**config.mk**
```make
export PLATFORM = sky130hd
export DESIGN_NAME = rrr_mul3
export DESIGN_NICKNAME = d
export VERILOG_FILES = /design/src/rtl/rrr_pkg.sv /design/src/rtl/rrr_mul3.sv
export SDC_FILE = /design/constraint.sdc
export NUM_CORES = 2
export LEC_CHECK = 0
export ABC_AREA = 1
export BUFFER_PORTS_ARGS = -buffer_cell sky130_fd_sc_hd__buf_2
export CORE_MARGIN = 2
export CORE_UTILIZATION = 55
export CTS_CLUSTER_DIAMETER = 60
export DETAILED_ROUTE_END_ITERATION = 10
export PLACE_DENSITY = 0.71
export RECOVER_POWER = 50
export SETUP_SLACK_MARGIN = 0.05
export SYNTH_ARGS = -nofsm -noshare
export SYNTH_HDL_FRONTEND = slang
export SYNTH_SLANG_ARGS = --single-unit
```
**constraint.sdc**
```tcl
create_clock -name clock -period 9.4 [get_ports clock]
set_input_delay 0.94 -clock clock [delete_from_list [all_inputs] [get_ports clock]]
set_output_delay 0.94 -clock clock [all_outputs]
set_load 0.005 [all_outputs]
```
**src/rtl/rrr_pkg.sv**
```systemverilog
// shared constants, types and helpers for the reflect/refract pipeline
`default_nettype none

package rrr_pkg;

   localparam int COMP_WIDTH_DEF = 20;
   localparam int FRAC_BITS_DEF  = 16;
   localparam int MUL_CHUNK      = 32;

   typedef enum logic {
      MODE_REFLECT = 1'b0,
      MODE_REFRACT = 1'b1
   } mode_type;

   function automatic int imax(input int a, input int b);
      return (a > b) ? a : b;
   endfunction

endpackage

`default_nettype wire

```
**src/rtl/rrr_mul3.sv**
```systemverilog
// three-lane pipelined signed multiplier, one chunk partial product per stage
`default_nettype none

module rrr_mul3 #(
   parameter int AW  = rrr_pkg::COMP_WIDTH_DEF,
   parameter int BW  = rrr_pkg::COMP_WIDTH_DEF,
   parameter int SBW = 1,
   parameter int CW  = rrr_pkg::MUL_CHUNK
) (
   input  logic                    clock,
   input  logic                    reset,
   input  logic                    en,
   input  logic                    in_valid,
   input  logic signed [AW-1:0]    in_a [3],
   input  logic signed [BW-1:0]    in_b [3],
   input  logic [SBW-1:0]          in_sb,
   output logic                    out_valid,
   output logic signed [AW+BW-1:0] out_p [3],
   output logic [SBW-1:0]          out_sb
);
   import rrr_pkg::*;

   localparam int NA = (AW + CW - 1) / CW;
   localparam int NB = (BW + CW - 1) / CW;
   localparam int K  = NA * NB;
   localparam int PW = AW + BW;

   logic                 valid_ff [K];
   logic [SBW-1:0]       sb_ff    [K];
   logic signed [AW-1:0] a_ff     [K][3];
   logic signed [BW-1:0] b_ff     [K][3];
   logic signed [PW-1:0] acc_ff   [K][3];

   genvar k;
   for (k = 0; k < K; k++) begin : g_stage
      localparam int JA = k / NB;
      localparam int JB = k % NB;

      logic                 valid_in;
      logic [SBW-1:0]       sb_in;
      logic signed [AW-1:0] a_in   [3];
      logic signed [BW-1:0] b_in   [3];
      logic signed [PW-1:0] acc_pv [3];
      logic signed [PW-1:0] acc_in [3];

      if (k == 0) begin : g_first
         assign valid_in = in_valid;
         assign sb_in    = in_sb;
         assign a_in     = in_a;
         assign b_in     = in_b;
         assign acc_pv   = '{default: '0};
      end else begin : g_next
         assign valid_in = valid_ff[k-1];
         assign sb_in    = sb_ff[k-1];
         assign a_in     = a_ff[k-1];
         assign b_in     = b_ff[k-1];
         assign acc_pv   = acc_ff[k-1];
      end

      always_comb begin
         logic signed [NA*CW-1:0] ap;
         logic signed [NB*CW-1:0] bp;
         logic signed [CW:0]      ca;
         logic signed [CW:0]      cb;
         logic signed [2*CW+1:0]  pp;
         for (int l = 0; l < 3; l++) begin
            ap = (NA*CW)'(a_in[l]);
            bp = (NB*CW)'(b_in[l]);
            ca = (JA == NA - 1) ? {ap[JA*CW+CW-1], ap[JA*CW +: CW]}
                                : {1'b0, ap[JA*CW +: CW]};
            cb = (JB == NB - 1) ? {bp[JB*CW+CW-1], bp[JB*CW +: CW]}
                                : {1'b0, bp[JB*CW +: CW]};
            pp = ca * cb;
            acc_in[l] = acc_pv[l] + (PW'(pp) <<< ((JA + JB) * CW));
         end
      end

      always_ff @(posedge clock) begin
         if (reset) begin
            valid_ff[k] <= 1'b0;
         end else if (en) begin
            valid_ff[k] <= valid_in;
         end
      end

      always_ff @(posedge clock) begin
         if (en) begin
            sb_ff[k]  <= sb_in;
            a_ff[k]   <= a_in;
            b_ff[k]   <= b_in;
            acc_ff[k] <= acc_in;
         end
      end
   end

   assign out_valid = valid_ff[K-1];
   assign out_p     = acc_ff[K-1];
   assign out_sb    = sb_ff[K-1];

endmodule

`default_nettype wire

```
==> results.yml <==
setup_path:
  crit_family: "adder cells"
  arrival_ns: 7.29
  critical_path_class: "primary input to flip-flop"
  cp_num_buf_inv: 9
  start_kind: "primary input"
  crit_fanout: 20
  crit_cells: 26
  path_common_cell: "inv_1"
  max_stage_delay_ns: 0.67
  endpoint_kind: "flip-flop"
  slowest_stage: "fa_1"
  required_ns: 9.66
clock_tree:
  clock_path_buffers: 2
  ctsRootBufferMaster: "clkbuf_16"
  cts-resized-gates: 0
  cts.sinks: 122
  cts_tree: "yes"
  cts-buffers-inserted: 17
  cts-hold-fix-buffers: 0
  htreeDepth: 4
  cts_setup_buffers: 0
  path_clk_slew_ns: 0.09
synthesis:
  synth_cell_types: 38
  syn_area_um2: 53020
  synth_fp_nets: 8402
  ys_warn_count: 0
  syn_avg_cell_area_um2: 7.919
  synthCells: 6696
  synth-seq-area-share_pct: 6.909
  ys_ff_latch: 122
job:
  max-cap-violations: 1
route:
  dr.pass1.iters: 5
  drt-total-wl_um: 136000
  via_per_inst: 5.055
  ant_nets: 0
  drt_iter0_markers: 2699
  vias: 40443
  wire_per_inst_um: 17.00
  drc: 0
finish:
  design_area_um2: 55440
  area_growth_syn_to_layout_pct: 4.557
  final_common_cell: "inv_1"
  most-common-layout-cells: "inv_1 (2200), nand2_1 (1789), fa_1 (1260), ha_1 (321), nor2_1 (224)"
  drive_gt1_share_pct: 4.439
  nets: 8429
timing:
  final-hold-violation-count: 0
  slew_headroom_pct: -196.1
  post-route-period-util_pct: 74.78
  fin_tns_setup_ns: 0
  finalSetupViolations: 0
  worstMarginPinSlew_ns: 4.441
  rsz0062_at_grt: "false"
  maxSlewViolCount: 77
  final.min_clock_period_ns: 7.029
  fmax_ghz: 0.1423
global_route:
  grt.met3_usage_pct: 3.386
  grt_util_met2_pct: 50.48
  gr-usage-all-layers_pct: 29.36
  antenna_found_initial: 5
  grt_use_met1_pct: 39.37
  grt_max_degree: 77
  top_usage_layer: "met2"
  grt_remaining_overflow: 0
  grt_pass1_wl_um: 229100
  grt_pass1_vias: 44402
run_status:
  violations: "max-capacitance violations, max-slew violations"
  status: "finished with violations"
floorplan:
  fp.coreArea_um2: 95290
  die-width_um: 314.5
  rows: 113
  ios: 247
  dieHeight_um: 314.5
  start_util_pct: 55.64
  dieArea_um2: 98910
placed_design:
  post_dp_cell_area_um2: 54960
  gp_congestion: 0.9442
  io_buffers: 246
  dp_hpwl_um: 115300
hold_path:
  hp-class: "primary input to flip-flop"
  hold_depth: 1
-- sequential cells by signal (all words and copies together), names as in the netlist --
signal	count
valid_ff	1
acc_ff	120
sb_ff	1
-- final cells by class --
type | count | area (um^2)
Clock buffer | 17 | 425.4
Multi-Input combinational cell | 4130 | 40190
Sequential cell | 122 | 3664
Inverter | 2204 | 8273
Timing Repair Buffer | 248 | 1160
Antenna cell | 1 | 2.502
Clock inverter | 14 | 146.4
Fill cell | 8872 | 39850
Tap cell | 1265 | 1583
-- through the flow --
stage	hold WS, ns	setup slack (ns)	utilization [%]	std cells
2_1_floorplan	1.039	2.599	-	6696
3_3_place_gp	1.120	1.989	57.67	7969
3_5_place_dp	1.127	1.872	57.67	7969
4_1_cts	0.5711	2.395	58.27	8000
5_1_grt	0.6111	1.999	58.18	8000
6_report	0.6139	2.371	58.18	8001
-- synth_stat cells (all sizes together) --
cell,count,area share (%)
a31oi,1,0.012
o21ai,51,0.56
and2,2,0.024
xor2,62,1.0
a21boi,2,0.028
inv,2203,16
a21o,5,0.071
buf,1,0.0071
nor2,238,1.8
a21oi,107,1.0
nor3,23,0.28
ha,321,7.6
edfxtp,122,6.9
nor3b,4,0.094
clkinv,1,0.0071
nand4,23,0.27
nand2,1813,13
nand3,133,1.3
fa,1260,48
nand3b,12,0.17
or2,22,0.26
clkbuf,239,1.7
o21a,1,0.014
o21bai,25,0.35
and3,2,0.024
xnor2,23,0.38
-- routing by layer --
metal,vias up,routed length (um),part of all wire (%)
met5,-,40,0.029
met1,20167,56540,42
met4,6,3552,2.6
met2,1429,66900,49
met3,207,8972,6.6
li1,18634,-,-
-- path summary, 6_finish.rpt --
path                     start       endpoint  slack (ns)
worst min-delay path     in_sb       sb_ff[0]        0.61
worst max-delay path  in_b[22]  acc_ff[0][79]        2.37
-- kinds of logic (layout without fill, tap and decap cells) --
kind of cell               after synthesis  count (layout)  share of synthesized area [%]
DFF                                    122             122                          6.909
and+or+nand+nor                       2272            2272                          17.16
adders and majority gates             1581            1581                          55.15
xor gates and xnor gates                85              85                          1.404
AOI/OAI and AO/OA                      192             192                          2.077
other                                    0               1                              0
buffers and inverters                 2444            2483                          17.30
Power is left out: the tool's default activity adds up to more than one toggle a clock period on the data nets, which glitch-free logic cannot reach.
