$ cat src/rtl/rrr_pkg.sv
// shared constants, types and helpers for the reflect/refract pipeline
`default_nettype none

package rrr_pkg;

   localparam int COMP_WIDTH_DEF = 20;
   localparam int FRAC_BITS_DEF  = 16;
   localparam int MUL_CHUNK      = 32;

   typedef enum logic {
      MODE_REFLECT = 1'b0,
      MODE_REFRACT = 1'b1
   } mode_type;

   function automatic int imax(input int a, input int b);
      return (a > b) ? a : b;
   endfunction

endpackage

`default_nettype wire

$ cat src/rtl/rrr_sqrt.sv
// pipelined floor square root, one root bit per stage
`default_nettype none

module rrr_sqrt #(
   parameter int XW  = 32,
   parameter int SBW = 1
) (
   input  logic                    clock,
   input  logic                    reset,
   input  logic                    en,
   input  logic                    in_valid,
   input  logic [XW-1:0]           in_x,
   input  logic [SBW-1:0]          in_sb,
   output logic                    out_valid,
   output logic [(XW+1)/2-1:0]     out_root,
   output logic [SBW-1:0]          out_sb
);
   import rrr_pkg::*;

   localparam int SW = (XW + 1) / 2;
   localparam int TW = 2 * SW + 2;

   logic           valid_ff [SW];
   logic [SBW-1:0] sb_ff    [SW];
   logic [TW-1:0]  rem_ff   [SW];
   logic [SW-1:0]  root_ff  [SW];

   genvar k;
   for (k = 0; k < SW; k++) begin : g_stage
      localparam int B = SW - 1 - k;

      logic           valid_in;
      logic [SBW-1:0] sb_in;
      logic [TW-1:0]  rem_pv;
      logic [SW-1:0]  root_pv;
      logic [TW-1:0]  trial;
      logic           take;
      logic [TW-1:0]  rem_in;
      logic [SW-1:0]  root_in;

      if (k == 0) begin : g_first
         assign valid_in = in_valid;
         assign sb_in    = in_sb;
         assign rem_pv   = TW'(in_x);
         assign root_pv  = '0;
      end else begin : g_next
         assign valid_in = valid_ff[k-1];
         assign sb_in    = sb_ff[k-1];
         assign rem_pv   = rem_ff[k-1];
         assign root_pv  = root_ff[k-1];
      end

      always_comb begin
         trial   = (TW'(root_pv) << (B + 1)) | (TW'(1) << (2 * B));
         take    = (rem_pv >= trial);
         rem_in  = take ? (rem_pv - trial) : rem_pv;
         root_in = root_pv;
         root_in[B] = take;
      end

      always_ff @(posedge clock) begin
         if (reset) begin
            valid_ff[k] <= 1'b0;
         end else if (en) begin
            valid_ff[k] <= valid_in;
         end
      end

      always_ff @(posedge clock) begin
         if (en) begin
            sb_ff[k]   <= sb_in;
            rem_ff[k]  <= rem_in;
            root_ff[k] <= root_in;
         end
      end
   end

   assign out_valid = valid_ff[SW-1];
   assign out_root  = root_ff[SW-1];
   assign out_sb    = sb_ff[SW-1];

endmodule

`default_nettype wire

$ cat config.mk
export PLATFORM = sky130hd
export DESIGN_NAME = rrr_sqrt
export DESIGN_NICKNAME = d
export VERILOG_FILES = /design/src/rtl/rrr_pkg.sv /design/src/rtl/rrr_sqrt.sv
export SDC_FILE = /design/constraint.sdc
export NUM_CORES = 1
export LEC_CHECK = 0
export ABC_CLOCK_PERIOD_IN_PS = 7900
export BUFFER_PORTS_ARGS = -buffer_cell sky130_fd_sc_hd__buf_2
export CORE_MARGIN = 4
export CORE_UTILIZATION = 62
export DETAILED_ROUTE_END_ITERATION = 6
export MAX_ROUTING_LAYER = met4
export PLACE_DENSITY = 0.83
export SYNTH_ARGS = -nofsm -noshare
export SYNTH_HDL_FRONTEND = slang
export SYNTH_SLANG_ARGS = --single-unit
$ cat constraint.sdc
create_clock -name clock -period 7.9 [get_ports clock]
set_input_delay 0.395 -clock clock [delete_from_list [all_inputs] [get_ports clock]]
set_output_delay 0.395 -clock clock [all_outputs]
set_load 0.01 [all_outputs]
==> results.md <==
* Main combinational cell family by area after synthesis: simple AND/OR/NAND/NOR gates
* Max-Cap Viols at 0
* Vias in the first global route at 20.0k
* Dpl cells at 3,068
* Post-DR wirelength/cell at 19.2 um
* Hold Path Origin: in_valid
* Global-route wire length before repair at 100,000 um
* CTS tree: done
* Area share of fa/ha/maj cells after synthesis at 6.01%
* Die Footprint at approximately 0.054 mm2
* ANT nets after route at 0
* Via count at 19.0k
* Worst-path clk slew at 60 ps
* Die X at 232 um
* Port bufs at 54
* Max frequency at 251 MHz
* Row count at a little over 80
* Tot Pwr at between 8 and 9 mW
* CP Capture Point: rem_ff[10][33]
* Gr ovfl total at 0
* Share of cells above drive strength 1 at 7.69%
* Compound-gate portion of the synthesized area at 7.97%
* Setup Skew at 21.8 ps
* Max FO, Critical Path at 26
* Cell Area, Synth at roughly 0.031 mm2
* Global placement routability congestion at 1.02
* Post-synthesis xor/xnor area fraction at 6.08%
* Number of synthesized flops with an enable pin at around 680
* Crit Path Class: flop to flop
* Internal power at around 6.7 mW
* Net switching fraction of the power at 25.9%
* Sink Count at approximately 680
* Post-DP HPWL at 42,200 um
* Crit path arrival time at around 4300 ps
* Synth Area in Simple Gates at 11.4%
* Synth Register Bits at 677
* Cells after Synth at 2,366
* Reg2Reg Depth at 9
* CP Capture Type: flop
* Unrepaired setup endpoints after global routing: no
* IO Pins at between 50 and 60
* Post-synth top area cell: edfxtp_1
* Distinct cells, synth at 69
* Final wirelength at 62,000 um
* Hold WC Path Type: input port to flop
* Total GRT Usage at roughly a quarter
* Power share of the clock group at 34.3%
* Lkg Pwr at roughly 13 nW
* WHS at 68.8 ps
* CP Launch Point: rem_ff[9][13]
* # DRC at 0
* Combinational fraction of design power at 13.5%
* Status: completed
* Initial DRC Count at 1,512
* Post-synth top area share at 65.1%
* Setup TNS Final at 0 ps
* Endpoints failing setup at 0
* Cts repair resizes at 0
* Initial antenna violation count at 0
* DIE HEIGHT at 232 um
* Vias per cell at 5.89
* 1st-pass router iterations at 5
* Synth-to-Final Area Change at 11.4%
* RR Startpoint: rem_ff[9][13]
* Core ar. at 0.0494 mm2
* Number of buffers created by CTS at between 60 and 70
* Fillers at 3,117
* Final Hold Viols at 0
* Setup slack, reg-to-reg at 3920 ps
* Final worst path period need at 3980 ps
* Pwr Density at around 260 mW/mm2
* Avg Inst Size Synth at between 10 and 15 um2
* Critical Path RT at just over 8000 ps
* Synth area leaders: edfxtp_1 (65%), ha_1 (6.0%), xor2_1 (3.4%), xnor2_1 (2.6%), inv_1 (2.3%)
* Initial Util at 63.3%
* H-tree levels at 3
* Multiplexer share of the synthesized area at less than 1%
* Final net count at ~2.7k
* Finished Layout Cells at 3,226
* Slew headroom at 13.8%
* Max clock buf depth at 3
* Yosys Warn Count at 0
* Reg2reg end: rem_ff[10][33]
* Root Buffer: clkbuf_16
* Diodes inserted at 0
* Period Utilization, post-route at just over 50%
* Post-synthesis sequential area ratio at 65.1%
* Max VDD drop at about 0.00025 V
* Ys flop type: edfxtp_1
* Share of power burned in registers at 52.2%
* Worst Tran Pin Value at 1280 ps
* Syn Nets at 2,553
* Largest net degree at the start of global routing at 169
* Skew-Pair Late Insertion Delay at a little over 600 ps
* Psw at between 2 and 2.5 mW
* CP Launch Type: flop
* Max Transition Viols Final at 0
* FFs w/ async S/R, synth at 0%
## Yosys cell counts, types with 14 or more instances
library cell and instances:
or4_1 20, nor4_1 74, nand4_1 23, mux2_2 14, nand2_1 161, nand2b_1 37
nor2b_1 16, nand3_1 30, inv_1 189, a21oi_1 96, edfxtp_1 677, nor3_1 73
or3_1 23, nor4b_1 15, ha_1 150, o21ai_0 133, clkbuf_1 23, o21a_1 42
xnor2_1 94, xor2_1 123, nor2_1 131, a21o_1 31, and2_1 28
## kinds of logic after synthesis
kind of cell               Yosys count
adders and majority gates          150
buffers and inverters              218
xor gates and xnor gates           217
muxes                               22
AOI/OAI and AO/OA                  399
DFF                                677
and+or+nand+nor                    683
## routing by layer
metal | vias up | track usage [%] | share of wire, %
li1 | 9106 | - | -
met2 | 591 | 45.9 | 56
met5 | - | - | 0
met3 | 212 | 3.51 | 4.0
met1 | 9090 | 24.2 | 35
met4 | 0 | 11.5 | 5.2
## critical path, stage by stage (launching register included)
cell	delay (ps)
edfxtp_1	420
ha_1	380
o21ai_0	320
a211oi_1	110
a211oi_1	480
o22ai_1	270
a2111oi_4	1130
a221o_1	360
nor3_1	90
xor2_1	150
## how the worst min path moves through the flow
stage / to / cells after the start
2_1_floorplan: sb_ff[0][1] / 0
6_report: valid_ff[0][0] / 2
3_3_place_gp: sb_ff[1][7] / 0
5_1_grt: valid_ff[0][0] / 2
4_1_cts: valid_ff[0][0] / 2
3_5_place_dp: sb_ff[1][0] / 0
## power groups by stage
stage / logic, mW / clock network, mW / registers [mW]
global route: 1.35 / 3.30 / 4.72
detailed placement: 1.18 / 0 / 4.75
finish: 1.21 / 3.08 / 4.69
CTS: 1.20 / 3.13 / 4.68
global placement: 1.12 / 0 / 4.73
floorplan: 0.860 / 0 / 4.65
## layout make-up
type | count | area, um2 | share of cell area (%)
Timing Repair Buffer | 97 | 693 | 1.99
Tap cell | 664 | 831 | 2.39
Sequential cell | 677 | 20300 | 58.4
Inverter | 190 | 713 | 2.05
Clock buffer | 90 | 1830 | 5.25
Multi-Input combinational cell | 1471 | 10100 | 29.0
Clock inverter | 37 | 295 | 0.849
## repair_timing
item / in CTS / in global routing
setup buffers: 0 / 0
hold endpoints to repair: 31 / 0
hold buffers: 31 / 0
endpoints found under the setup margin: 0 / 0
## cells in the final DEF (no fill, tap or decap), types with 53 or more instances in the layout
cell,Yosys,layout
xor2_1,123,123
nor3_1,73,72
nor2_1,131,131
xnor2_1,94,94
nand2_1,161,161
nor4_1,74,74
clkbuf_16,0,70
ha_1,150,150
o21ai_0,133,133
inv_1,189,189
a21oi_1,96,95
edfxtp_1,677,677
buf_2,2,53
## flip-flops by register name, indices dropped and copies added, names as in the netlist
register,count
rem_ff,509
root_ff,136
sb_ff,16
valid_ff,16
## through the flow
step | utilization [%] | setup WS [ps] | instance area [um2]
floorplan | - | 4620 | 31200
global placement | 65.6 | 4140 | 32400
detailed placement | 65.6 | 4010 | 32400
CTS | 70.5 | 3950 | 34800
global route | 70.5 | 3590 | 34800
finish | 70.5 | 3920 | 34800
Power figures use the tool's default switching activity.
